===== config.mk =====
export PLATFORM = sky130hd
export DESIGN_NAME = ook_remote_frame_encoder
export DESIGN_NICKNAME = d
export VERILOG_FILES = /design/src/design/ook_pkg.sv /design/src/design/ook_cfg.sv /design/src/design/ook_core.sv /design/src/design/ook_remote_frame_encoder.sv
export VERILOG_INCLUDE_DIRS = /design/src /design/src/design
export SDC_FILE = /design/constraint.sdc
export NUM_CORES = 1
export LEC_CHECK = 0
export BUFFER_PORTS_ARGS = -buffer_cell sky130_fd_sc_hd__buf_2
export CAP_MARGIN = 20
export CELL_PAD_IN_SITES_DETAIL_PLACEMENT = 0
export CELL_PAD_IN_SITES_GLOBAL_PLACEMENT = 2
export CORE_ASPECT_RATIO = 1.2
export CORE_MARGIN = 5
export CORE_UTILIZATION = 41
export DETAILED_ROUTE_END_ITERATION = 16
export HOLD_SLACK_MARGIN = 0.08
export MAX_ROUTING_LAYER = met4
export PLACE_DENSITY = 0.84
export SYNTH_ARGS = -nofsm -noshare
export SYNTH_HDL_FRONTEND = slang
export SYNTH_HIERARCHICAL = 1
export SYNTH_SLANG_ARGS = --single-unit

===== constraint.sdc =====
create_clock -name clk -period 16.05 [get_ports clk]
set_clock_uncertainty 0.05 [all_clocks]
set_input_delay 0.8025 -clock clk [delete_from_list [all_inputs] [get_ports clk]]
set_output_delay 0.8025 -clock clk [all_outputs]
set_load 0.01 [all_outputs]

===== src/design/ook_remote_frame_encoder_macros.svh =====
// Assertion macros for the OOK frame encoder.
// Both expect clk and rst_n in scope at the point of use.
`ifndef OOK_REMOTE_FRAME_ENCODER_MACROS_SVH
`define OOK_REMOTE_FRAME_ENCODER_MACROS_SVH

`ifndef SYNTHESIS
`define OOK_ASSERT(lbl, expr, msg) \
  lbl: assert property (@(posedge clk) disable iff (!rst_n) (expr)) else $error(msg);
`define OOK_ASSERT_NEXT(lbl, ante, cons, msg) \
  lbl: assert property (@(posedge clk) disable iff (!rst_n) (ante) |=> (cons)) \
    else $error(msg);
`else
`define OOK_ASSERT(lbl, expr, msg)
`define OOK_ASSERT_NEXT(lbl, ante, cons, msg)
`endif

`endif


===== src/design/ook_pkg.sv =====
`default_nettype none

package ook_pkg;

  localparam int CFG_IDX_W  = 3;
  localparam int CFG_DATA_W = 14;

  localparam logic [CFG_IDX_W-1:0] REG_UNIT_TICKS     = 3'd0;
  localparam logic [CFG_IDX_W-1:0] REG_SHORT_TICKS    = 3'd1;
  localparam logic [CFG_IDX_W-1:0] REG_LONG_TICKS     = 3'd2;
  localparam logic [CFG_IDX_W-1:0] REG_GAP_TICKS      = 3'd3;
  localparam logic [CFG_IDX_W-1:0] REG_NORMAL_REPEATS = 3'd4;
  localparam logic [CFG_IDX_W-1:0] REG_LONG_REPEATS   = 3'd5;
  localparam logic [CFG_IDX_W-1:0] REG_CODE_REPEATS   = 3'd6;

  localparam logic [10:0] UNIT_TICKS_RST     = 11'd300;
  localparam logic [11:0] SHORT_TICKS_RST    = 12'd347;
  localparam logic [11:0] LONG_TICKS_RST     = 12'd930;
  localparam logic [13:0] GAP_TICKS_RST      = 14'd9943;
  localparam logic [6:0]  NORMAL_REPEATS_RST = 7'd3;
  localparam logic [6:0]  LONG_REPEATS_RST   = 7'd100;
  localparam logic [6:0]  CODE_REPEATS_RST   = 7'd4;

  localparam logic [1:0] ACT_TICK = 2'd0;
  localparam logic [1:0] ACT_UNIT = 2'd1;
  localparam logic [1:0] ACT_CODE = 2'd2;

  localparam logic [1:0] CMD_ON    = 2'd0;
  localparam logic [1:0] CMD_OTHER = 2'd2;

  localparam logic [4:0] LAST_BIT = 5'd23;

  typedef enum logic [1:0] {
    KIND_IDLE = 2'd0,
    KIND_UNIT = 2'd1,
    KIND_CODE = 2'd2
  } kind_t;

  typedef enum logic [1:0] {
    PH_SYNC_HI = 2'd0,
    PH_SYNC_LO = 2'd1,
    PH_BIT_HI  = 2'd2,
    PH_BIT_LO  = 2'd3
  } phase_t;

  typedef struct packed {
    logic [10:0] unit_ticks;
    logic [11:0] short_ticks;
    logic [11:0] long_ticks;
    logic [13:0] gap_ticks;
    logic [6:0]  normal_repeats;
    logic [6:0]  long_repeats;
    logic [6:0]  code_repeats;
  } cfg_t;

  typedef struct packed {
    logic [1:0]  action;
    logic [19:0] device_id;
    logic [2:0]  button;
    logic [1:0]  command;
    logic [23:0] code_word;
  } item_t;

  typedef struct packed {
    logic line;
    logic busy_res;
    logic accepted;
    logic finished;
  } res_t;

  function automatic logic [15:0] seg_len(kind_t kind, logic [23:0] bits,
                                          logic [4:0] pos, phase_t phase, cfg_t cfg);
    logic        b;
    logic [15:0] u;
    logic [15:0] u3;
    logic [15:0] u31;
    logic [15:0] n;
    b   = (pos <= LAST_BIT) ? bits[LAST_BIT - pos] : bits[0];
    u   = {5'd0, cfg.unit_ticks};
    u3  = (u << 1) + u;
    u31 = (u << 5) - u;
    if (kind == KIND_UNIT) begin
      case (phase)
        PH_SYNC_HI: n = u;
        PH_SYNC_LO: n = u31;
        PH_BIT_HI:  n = b ? u : u3;
        default:    n = b ? u3 : u;
      endcase
    end else begin
      case (phase)
        PH_SYNC_HI: n = {4'd0, cfg.short_ticks};
        PH_SYNC_LO: n = {2'd0, cfg.gap_ticks};
        PH_BIT_HI:  n = b ? {4'd0, cfg.long_ticks} : {4'd0, cfg.short_ticks};
        default:    n = b ? {4'd0, cfg.short_ticks} : {4'd0, cfg.long_ticks};
      endcase
    end
    return (n == 16'd0) ? 16'd1 : n;
  endfunction

endpackage

`default_nettype wire


===== src/design/ook_cfg.sv =====
`default_nettype none

module ook_cfg (
  input  wire logic                             clk,
  input  wire logic                             rst_n,
  input  wire logic                             cfg_we,
  input  wire logic [ook_pkg::CFG_IDX_W-1:0]    cfg_index,
  input  wire logic [ook_pkg::CFG_DATA_W-1:0]   cfg_wdata,
  output ook_pkg::cfg_t                         cfg
);

  ook_pkg::cfg_t cfg_r;
  ook_pkg::cfg_t cfg_nxt;

  always_comb begin
    cfg_nxt = cfg_r;
    if (cfg_we) begin
      case (cfg_index)
        ook_pkg::REG_UNIT_TICKS:     cfg_nxt.unit_ticks     = cfg_wdata[10:0];
        ook_pkg::REG_SHORT_TICKS:    cfg_nxt.short_ticks    = cfg_wdata[11:0];
        ook_pkg::REG_LONG_TICKS:     cfg_nxt.long_ticks     = cfg_wdata[11:0];
        ook_pkg::REG_GAP_TICKS:      cfg_nxt.gap_ticks      = cfg_wdata[13:0];
        ook_pkg::REG_NORMAL_REPEATS: cfg_nxt.normal_repeats = cfg_wdata[6:0];
        ook_pkg::REG_LONG_REPEATS:   cfg_nxt.long_repeats   = cfg_wdata[6:0];
        ook_pkg::REG_CODE_REPEATS:   cfg_nxt.code_repeats   = cfg_wdata[6:0];
        default: ;
      endcase
    end
  end

  always_ff @(posedge clk) begin
    if (!rst_n) begin
      cfg_r.unit_ticks     <= ook_pkg::UNIT_TICKS_RST;
      cfg_r.short_ticks    <= ook_pkg::SHORT_TICKS_RST;
      cfg_r.long_ticks     <= ook_pkg::LONG_TICKS_RST;
      cfg_r.gap_ticks      <= ook_pkg::GAP_TICKS_RST;
      cfg_r.normal_repeats <= ook_pkg::NORMAL_REPEATS_RST;
      cfg_r.long_repeats   <= ook_pkg::LONG_REPEATS_RST;
      cfg_r.code_repeats   <= ook_pkg::CODE_REPEATS_RST;
    end else begin
      cfg_r <= cfg_nxt;
    end
  end

  assign cfg = cfg_r;

endmodule

`default_nettype wire


===== src/design/ook_core.sv =====
`default_nettype none

module ook_core (
  input  wire logic            clk,
  input  wire logic            rst_n,
  input  wire logic            step_en,
  input  wire ook_pkg::item_t  item,
  input  wire ook_pkg::cfg_t   cfg,
  output ook_pkg::res_t        res
);

  ook_pkg::kind_t  kind_r, kind_nxt;
  ook_pkg::phase_t phase_r, phase_nxt;
  logic [23:0]     bits_r, bits_nxt;
  logic [4:0]      pos_r, pos_nxt;
  logic [6:0]      reps_r, reps_nxt;
  logic [15:0]     ticks_r, ticks_nxt;
  logic            line_r, line_nxt;
  ook_pkg::res_t   res_r, res_nxt;

  logic            enter_en;
  ook_pkg::phase_t enter_phase;
  logic [15:0]     dec;
  logic [2:0]      ch;
  logic            cbit;
  logic [6:0]      reps_sel;

  always_comb begin
    kind_nxt    = kind_r;
    phase_nxt   = phase_r;
    bits_nxt    = bits_r;
    pos_nxt     = pos_r;
    reps_nxt    = reps_r;
    ticks_nxt   = ticks_r;
    line_nxt    = line_r;
    enter_en    = 1'b0;
    enter_phase = ook_pkg::PH_SYNC_HI;
    res_nxt     = '0;
    dec         = (ticks_r == 16'd0) ? 16'd0 : ticks_r - 16'd1;
    cbit        = (item.command != ook_pkg::CMD_ON);
    reps_sel    = (item.command == ook_pkg::CMD_OTHER) ? cfg.long_repeats
                                                       : cfg.normal_repeats;
    case (item.button)
      3'd1:    ch = 3'd0;
      3'd2:    ch = 3'd4;
      3'd3:    ch = 3'd2;
      3'd4:    ch = 3'd1;
      default: ch = 3'd7;
    endcase

    case (item.action)
      ook_pkg::ACT_UNIT, ook_pkg::ACT_CODE: begin
        if (kind_r == ook_pkg::KIND_IDLE) begin
          if (item.action == ook_pkg::ACT_UNIT) begin
            kind_nxt = ook_pkg::KIND_UNIT;
            bits_nxt = {item.device_id, cbit, ch};
            reps_nxt = (reps_sel == 7'd0) ? 7'd1 : reps_sel;
          end else begin
            kind_nxt = ook_pkg::KIND_CODE;
            bits_nxt = item.code_word;
            reps_nxt = (cfg.code_repeats == 7'd0) ? 7'd1 : cfg.code_repeats;
          end
          pos_nxt          = 5'd0;
          enter_en         = 1'b1;
          enter_phase      = ook_pkg::PH_SYNC_HI;
          res_nxt.accepted = 1'b1;
        end
      end
      ook_pkg::ACT_TICK: begin
        if (kind_r != ook_pkg::KIND_IDLE) begin
          ticks_nxt = dec;
          if (dec == 16'd0) begin
            case (phase_r)
              ook_pkg::PH_SYNC_HI: begin
                enter_en    = 1'b1;
                enter_phase = ook_pkg::PH_SYNC_LO;
              end
              ook_pkg::PH_SYNC_LO: begin
                pos_nxt     = 5'd0;
                enter_en    = 1'b1;
                enter_phase = ook_pkg::PH_BIT_HI;
              end
              ook_pkg::PH_BIT_HI: begin
                enter_en    = 1'b1;
                enter_phase = ook_pkg::PH_BIT_LO;
              end
              default: begin
                if (pos_r < ook_pkg::LAST_BIT) begin
                  pos_nxt     = pos_r + 5'd1;
                  enter_en    = 1'b1;
                  enter_phase = ook_pkg::PH_BIT_HI;
                end else begin
                  reps_nxt = reps_r - 7'd1;
                  pos_nxt  = 5'd0;
                  if (reps_r != 7'd1) begin
                    enter_en    = 1'b1;
                    enter_phase = ook_pkg::PH_SYNC_HI;
                  end else begin
                    kind_nxt         = ook_pkg::KIND_IDLE;
                    phase_nxt        = ook_pkg::PH_SYNC_HI;
                    ticks_nxt        = 16'd0;
                    line_nxt         = 1'b0;
                    res_nxt.finished = 1'b1;
                  end
                end
              end
            endcase
          end
        end
      end
      default: ;
    endcase

    if (enter_en) begin
      phase_nxt = enter_phase;
      line_nxt  = (enter_phase == ook_pkg::PH_SYNC_HI) || (enter_phase == ook_pkg::PH_BIT_HI);
      ticks_nxt = ook_pkg::seg_len(kind_nxt, bits_nxt, pos_nxt, enter_phase, cfg);
    end

    res_nxt.line     = line_nxt;
    res_nxt.busy_res = (kind_nxt != ook_pkg::KIND_IDLE);
  end

  always_ff @(posedge clk) begin
    if (!rst_n) begin
      kind_r  <= ook_pkg::KIND_IDLE;
      phase_r <= ook_pkg::PH_SYNC_HI;
      bits_r  <= '0;
      pos_r   <= '0;
      reps_r  <= '0;
      ticks_r <= '0;
      line_r  <= 1'b0;
    end else if (step_en) begin
      kind_r  <= kind_nxt;
      phase_r <= phase_nxt;
      bits_r  <= bits_nxt;
      pos_r   <= pos_nxt;
      reps_r  <= reps_nxt;
      ticks_r <= ticks_nxt;
      line_r  <= line_nxt;
    end
  end

  always_ff @(posedge clk) begin
    if (step_en) begin
      res_r <= res_nxt;
    end
  end

  assign res = res_r;

endmodule

`default_nettype wire


===== src/design/ook_remote_frame_encoder.sv =====
// Channel  Direction  Handshake        Payload
// in       input      in_valid/stall   action, device_id, button, command, code_word
// out      output     out_valid/stall  line, busy_res, accepted, finished
// cfg      input      cfg_we           cfg_index, cfg_wdata
//
// One item per cycle sustained while out_stall stays low; an accepted item passes the input register,
// then the frame state update into the result register.
// Synchronous active-low reset clears control and frame state; payload registers are not reset.
// A stalled result holds the result register; the input register still takes one
// more item, after which in_stall rises until the result is taken.
`default_nettype none
`include "ook_remote_frame_encoder_macros.svh"

module ook_remote_frame_encoder (
  input  wire logic                            clk,
  input  wire logic                            rst_n,
  input  wire logic                            in_valid,
  output logic                                 in_stall,
  input  wire logic [1:0]                      in_action,
  input  wire logic [19:0]                     in_device_id,
  input  wire logic [2:0]                      in_button,
  input  wire logic [1:0]                      in_command,
  input  wire logic [23:0]                     in_code_word,
  output logic                                 out_valid,
  input  wire logic                            out_stall,
  output logic                                 out_line,
  output logic                                 out_busy_res,
  output logic                                 out_accepted,
  output logic                                 out_finished,
  input  wire logic                            cfg_we,
  input  wire logic [ook_pkg::CFG_IDX_W-1:0]   cfg_index,
  input  wire logic [ook_pkg::CFG_DATA_W-1:0]  cfg_wdata
);

  ook_pkg::cfg_t  cfg;
  ook_pkg::item_t item_r;
  ook_pkg::res_t  res;
  logic           a_valid_r, a_valid_nxt;
  logic           out_valid_r, out_valid_nxt;
  logic           adv_b;
  logic           take_a;
  logic           in_take;

  assign adv_b    = !out_valid_r || !out_stall;
  assign take_a   = a_valid_r && adv_b;
  assign in_stall = a_valid_r && !adv_b;
  assign in_take  = in_valid && !in_stall;

  always_comb begin
    a_valid_nxt = a_valid_r;
    if (in_take) begin
      a_valid_nxt = 1'b1;
    end else if (take_a) begin
      a_valid_nxt = 1'b0;
    end
    out_valid_nxt = adv_b ? a_valid_r : out_valid_r;
  end

  always_ff @(posedge clk) begin
    if (!rst_n) begin
      a_valid_r   <= 1'b0;
      out_valid_r <= 1'b0;
    end else begin
      a_valid_r   <= a_valid_nxt;
      out_valid_r <= out_valid_nxt;
    end
  end

  always_ff @(posedge clk) begin
    if (in_take) begin
      item_r.action    <= in_action;
      item_r.device_id <= in_device_id;
      item_r.button    <= in_button;
      item_r.command   <= in_command;
      item_r.code_word <= in_code_word;
    end
  end

  ook_cfg u_cfg (
    .clk       (clk),
    .rst_n     (rst_n),
    .cfg_we    (cfg_we),
    .cfg_index (cfg_index),
    .cfg_wdata (cfg_wdata),
    .cfg       (cfg)
  );

  ook_core u_core (
    .clk     (clk),
    .rst_n   (rst_n),
    .step_en (take_a),
    .item    (item_r),
    .cfg     (cfg),
    .res     (res)
  );

  assign out_valid    = out_valid_r;
  assign out_line     = res.line;
  assign out_busy_res = res.busy_res;
  assign out_accepted = res.accepted;
  assign out_finished = res.finished;

  `OOK_ASSERT(a_acc_busy, !(out_valid && out_accepted) || out_busy_res, "start not busy")
  `OOK_ASSERT(a_fin_idle, !(out_valid && out_finished) || !(out_busy_res || out_line), "not idle")
  `OOK_ASSERT(a_idle_low, !(out_valid && !out_busy_res) || !out_line, "line high while idle")
  `OOK_ASSERT_NEXT(a_stall_hold, in_stall, a_valid_r, "input register emptied while stalled")

endmodule

`default_nettype wire


==> flow_metrics.tcl <==
set metrics [dict create \
    synth.top_cells.by_count "nand2_1, mux2i_1, dfxtp_1" \
    slew_headroom 0.336 \
    cp-startpoint "u_core/ticks_r[0]$_SDFFE_PN0P_" \
    grtUsageMet3 0.0287 \
    wl_mm 30.4 \
    rows 65 \
    numCtsBuffers 17 \
    fin_crit_sh 0.425 \
    vias 8974 \
    synth_area_leaders "dfxtp_1, edfxtp_1, mux2i_1" \
    die-area_um2 30100 \
    grt_util_met2 0.340 \
    cts_buffer_depth 2 \
    post-route-min-period_ns 6.82 \
    multiInputGateArea_um2 6250 \
    dpl.hpwl_mm 22.5 \
    critical_path_class "flop to flop" \
    first_iter_violations 549 \
    use_met1 0.258 \
    holdWs_ns 0.415 \
    yosys.area.top_type_share 0.236 \
    clock-root-buffer "clkbuf_16" \
    critPathCapture "u_core/ticks_r[0]$_SDFFE_PN0P_" \
    via_per_inst 5.58 \
    cp_data_arrival_time_ns 7.13 \
    max_freq_mhz 147 \
    antenna_found_initial 0 \
    grt_pass1_vias 8666 \
    power.leakage_uw 0.00497 \
    rr_startpoint "u_core/ticks_r[0]$_SDFFE_PN0P_" \
    ir_drop_uv 57.9 \
    die_w_um 159 \
    cp.required_ns 16.36 \
    hp-class "flop to flop" \
    cts_setup_buffers 0 \
    yosys_warnings 6 \
    drv_slew 0 \
    tns_ns 0 \
    die_h_um 189 \
    cts_hold_buffers 0 \
    grt_busiest_layer "met2" \
    cp-start-kind "flop" \
    drc_errors 0 \
    worst_pin_slew_ns 0.996 \
    slowest_delay_ns 0.75 \
    gp_congestion 0.901 \
    avgSynthCellArea_um2 8.92 \
    outcome "complete, no violations" \
    synth.most_common_cell "nand2_1" \
    final-seq-area_um2 4230 \
    critPathMostFrequentCell "inv_1" \
    synth_area_leader_cell "dfxtp_1" \
    wire_per_inst_um 18.9 \
    yosysSeqAreaShare 0.387 \
    n_antenna_cell 0 \
    cts.reportedPaths.clkPinSlew_ns 0.09 \
    area_growth_pct 11.2 \
    first_pass_iters 5 \
    layout.nets 1372 \
    rsz0062_at_grt "no" \
    synth_edf_count 55 \
    ys_async_sr_fraction 0 \
    cap_viol_max_count 0 \
    fill_cells 2632 \
    finalHoldViolations 0 \
    port_buffers 78 \
    final_layout_size_suffix_gt1_frac 0.132 \
    rrSetupSlack_ns 9.23 \
    grt_pass1_wl_mm 47.9 \
    ios 79 \
    power_density_nw_per_um2 94.7 \
    start_util 0.415 \
    htreeDepth 4 \
    r2r-end "u_core/ticks_r[0]$_SDFFE_PN0P_" \
    grt_start_max_net_pins 88 \
    setup_violations 0 \
    cts_tree "yes" \
    coreArea_um2 26400 \
    cts_resized 0 \
    worstPathMaxFanout 18 \
    ys_ff_latch 184 \
    syn-cell-area_um2 10900 \
    grt-ovfl-total 0 \
    postRouteAntennaNets 0 \
    endpoint_kind "flop" \
    clock-sinks 184 \
    clk_latency_ns 0.44 \
    syn_nets 1339 \
    synth_cells 1227 \
    reg2regPathDepth 21 \
    synth_cell_type_count 85 \
    crit_chain "inv_1 -> ha_1 -> nor3b_1 -> nand4b_1 -> xnor2_1 -> nor4b_2 -> o21a_1 -> o21ai_0 -> a32o_1 -> inv_1 -> ha_1 -> inv_1 -> o31a_1 -> and2_1 -> a31o_2 -> nor3_4 -> mux2_2 -> a21oi_1 -> o22a_1 -> or4b_1 -> o31ai_2" \
    ys.flop_type "dfxtp_1" \
    track_usage 0.202 \
    crit_slowest_cell "o21a_1" \
]
## stage by stage
stage                     cells   util  power (µW)  setup slack, ns  instance area, µm²
after floorplan            1227      -         662            10.85               10900
after global placement     1576  0.438         718             9.59               11500
final                      1608  0.462        1150             9.23               12200
after CTS                  1608  0.462        1170             9.30               12200
after global routing       1608  0.462        1210             8.73               12200
after detailed placement   1576  0.438         719             9.35               11500
## worst max-delay path, delay by kind of cell, from the launching register on
kind	cells	cell delay [ns]
flip-flops	1	0.34
XOR/XNOR	1	0.20
adder cells (fa/ha/maj)	2	0.40
buffers and inverters	3	0.23
AO/OA/AOI/OAI	8	2.40
AND/OR/NAND/NOR	6	2.84
multiplexers	1	0.27
## layer usage
layer | routed length, µm | up-vias | share of wire
met4 | 587 | 0 | 0.019
met1 | 13900 | 4307 | 0.46
met5 | 0 | - | 0
li1 | - | 4478 | -
met3 | 867 | 31 | 0.029
met2 | 15000 | 158 | 0.49
## worst min path at each step
| stage | startpoint | to | slack (ns) | depth (start not counted) |
|---|---|---|---|---|
| after floorplan | u_cfg/cfg[35]$_SDFFE_PN0P_ | u_cfg/cfg[35]$_SDFFE_PN0P_ | 0.38 | 2 |
| after global placement | u_cfg/cfg[38]$_SDFFE_PN0P_ | u_cfg/cfg[38]$_SDFFE_PN0P_ | 0.39 | 2 |
| after detailed placement | u_cfg/cfg[0]$_SDFFE_PN0P_ | u_cfg/cfg[0]$_SDFFE_PN0P_ | 0.41 | 2 |
| after CTS | u_cfg/cfg[0]$_SDFFE_PN0P_ | u_cfg/cfg[0]$_SDFFE_PN0P_ | 0.42 | 2 |
| after global routing | u_cfg/cfg[29]$_SDFFE_PN0P_ | u_cfg/cfg[29]$_SDFFE_PN0P_ | 0.43 | 2 |
| final | u_cfg/cfg[29]$_SDFFE_PN0P_ | u_cfg/cfg[29]$_SDFFE_PN0P_ | 0.42 | 2 |
## placed cells by master, fill, tap and decap left out, types with 8 or more instances in the layout
master     Yosys  routed
mux2i_1      140     140
nand2b_1      11      11
mux2_2         9       9
nor4_1         9       9
nand2_1      147     147
inv_1         43      43
a31o_2        11      11
nor2_1       110     110
nor3_1        19      19
edfxtp_1      55      55
clkbuf_16      0      17
ha_1          38      37
a21oi_1       80      80
buf_2         13      78
buf_4          1      12
a31oi_1        8       8
xnor2_1       17      17
nand3_1       13      13
a21o_1         8       8
nor2b_1       54      53
a211oi_1      15      15
o22ai_1        8       8
o21ai_0       67      67
dfxtp_1      129     129
## sequential cells by signal (all words and copies together), names as in the netlist
signal / cells
a_valid_r: 1
item_r: 51
out_valid: 1
u_cfg/cfg: 70
u_core/bits_r: 24
u_core/kind_r: 2
u_core/line_r: 1
u_core/phase_r: 2
u_core/pos_r: 5
u_core/reps_r: 7
u_core/res: 4
u_core/ticks_r: 16
## power breakdown
part / internal, µW / total, µW / switching [µW] / leakage (µW)
logic: 74.5 / 198 / 123 / 0.00308
clock network: 227 / 444 / 217 / 0.000302
registers: 498 / 511 / 12.5 / 0.00158
total: 799 / 1150 / 353 / 0.00497
## final cells by class
type	count	share of cell area
clock buffer	17	0.0350
clock inverter	15	0.0160
multi-input combinational	923	0.513
tap	335	0.0345
timing repair buffer	90	0.0395
sequential	184	0.348
inverter	44	0.0136
## logic make-up after synthesis
kind of cell / count (synthesis) / share of synthesized area
AO/OA/AOI/OAI: 284 / 0.170
XOR/XNOR: 24 / 0.0192
adder cells (fa/ha/maj): 39 / 0.0453
buffers and inverters: 120 / 0.0457
flip-flops: 184 / 0.387
multiplexers: 150 / 0.138
AND/OR/NAND/NOR: 426 / 0.194
No activity file was read; power rests on OpenSTA's default activity.
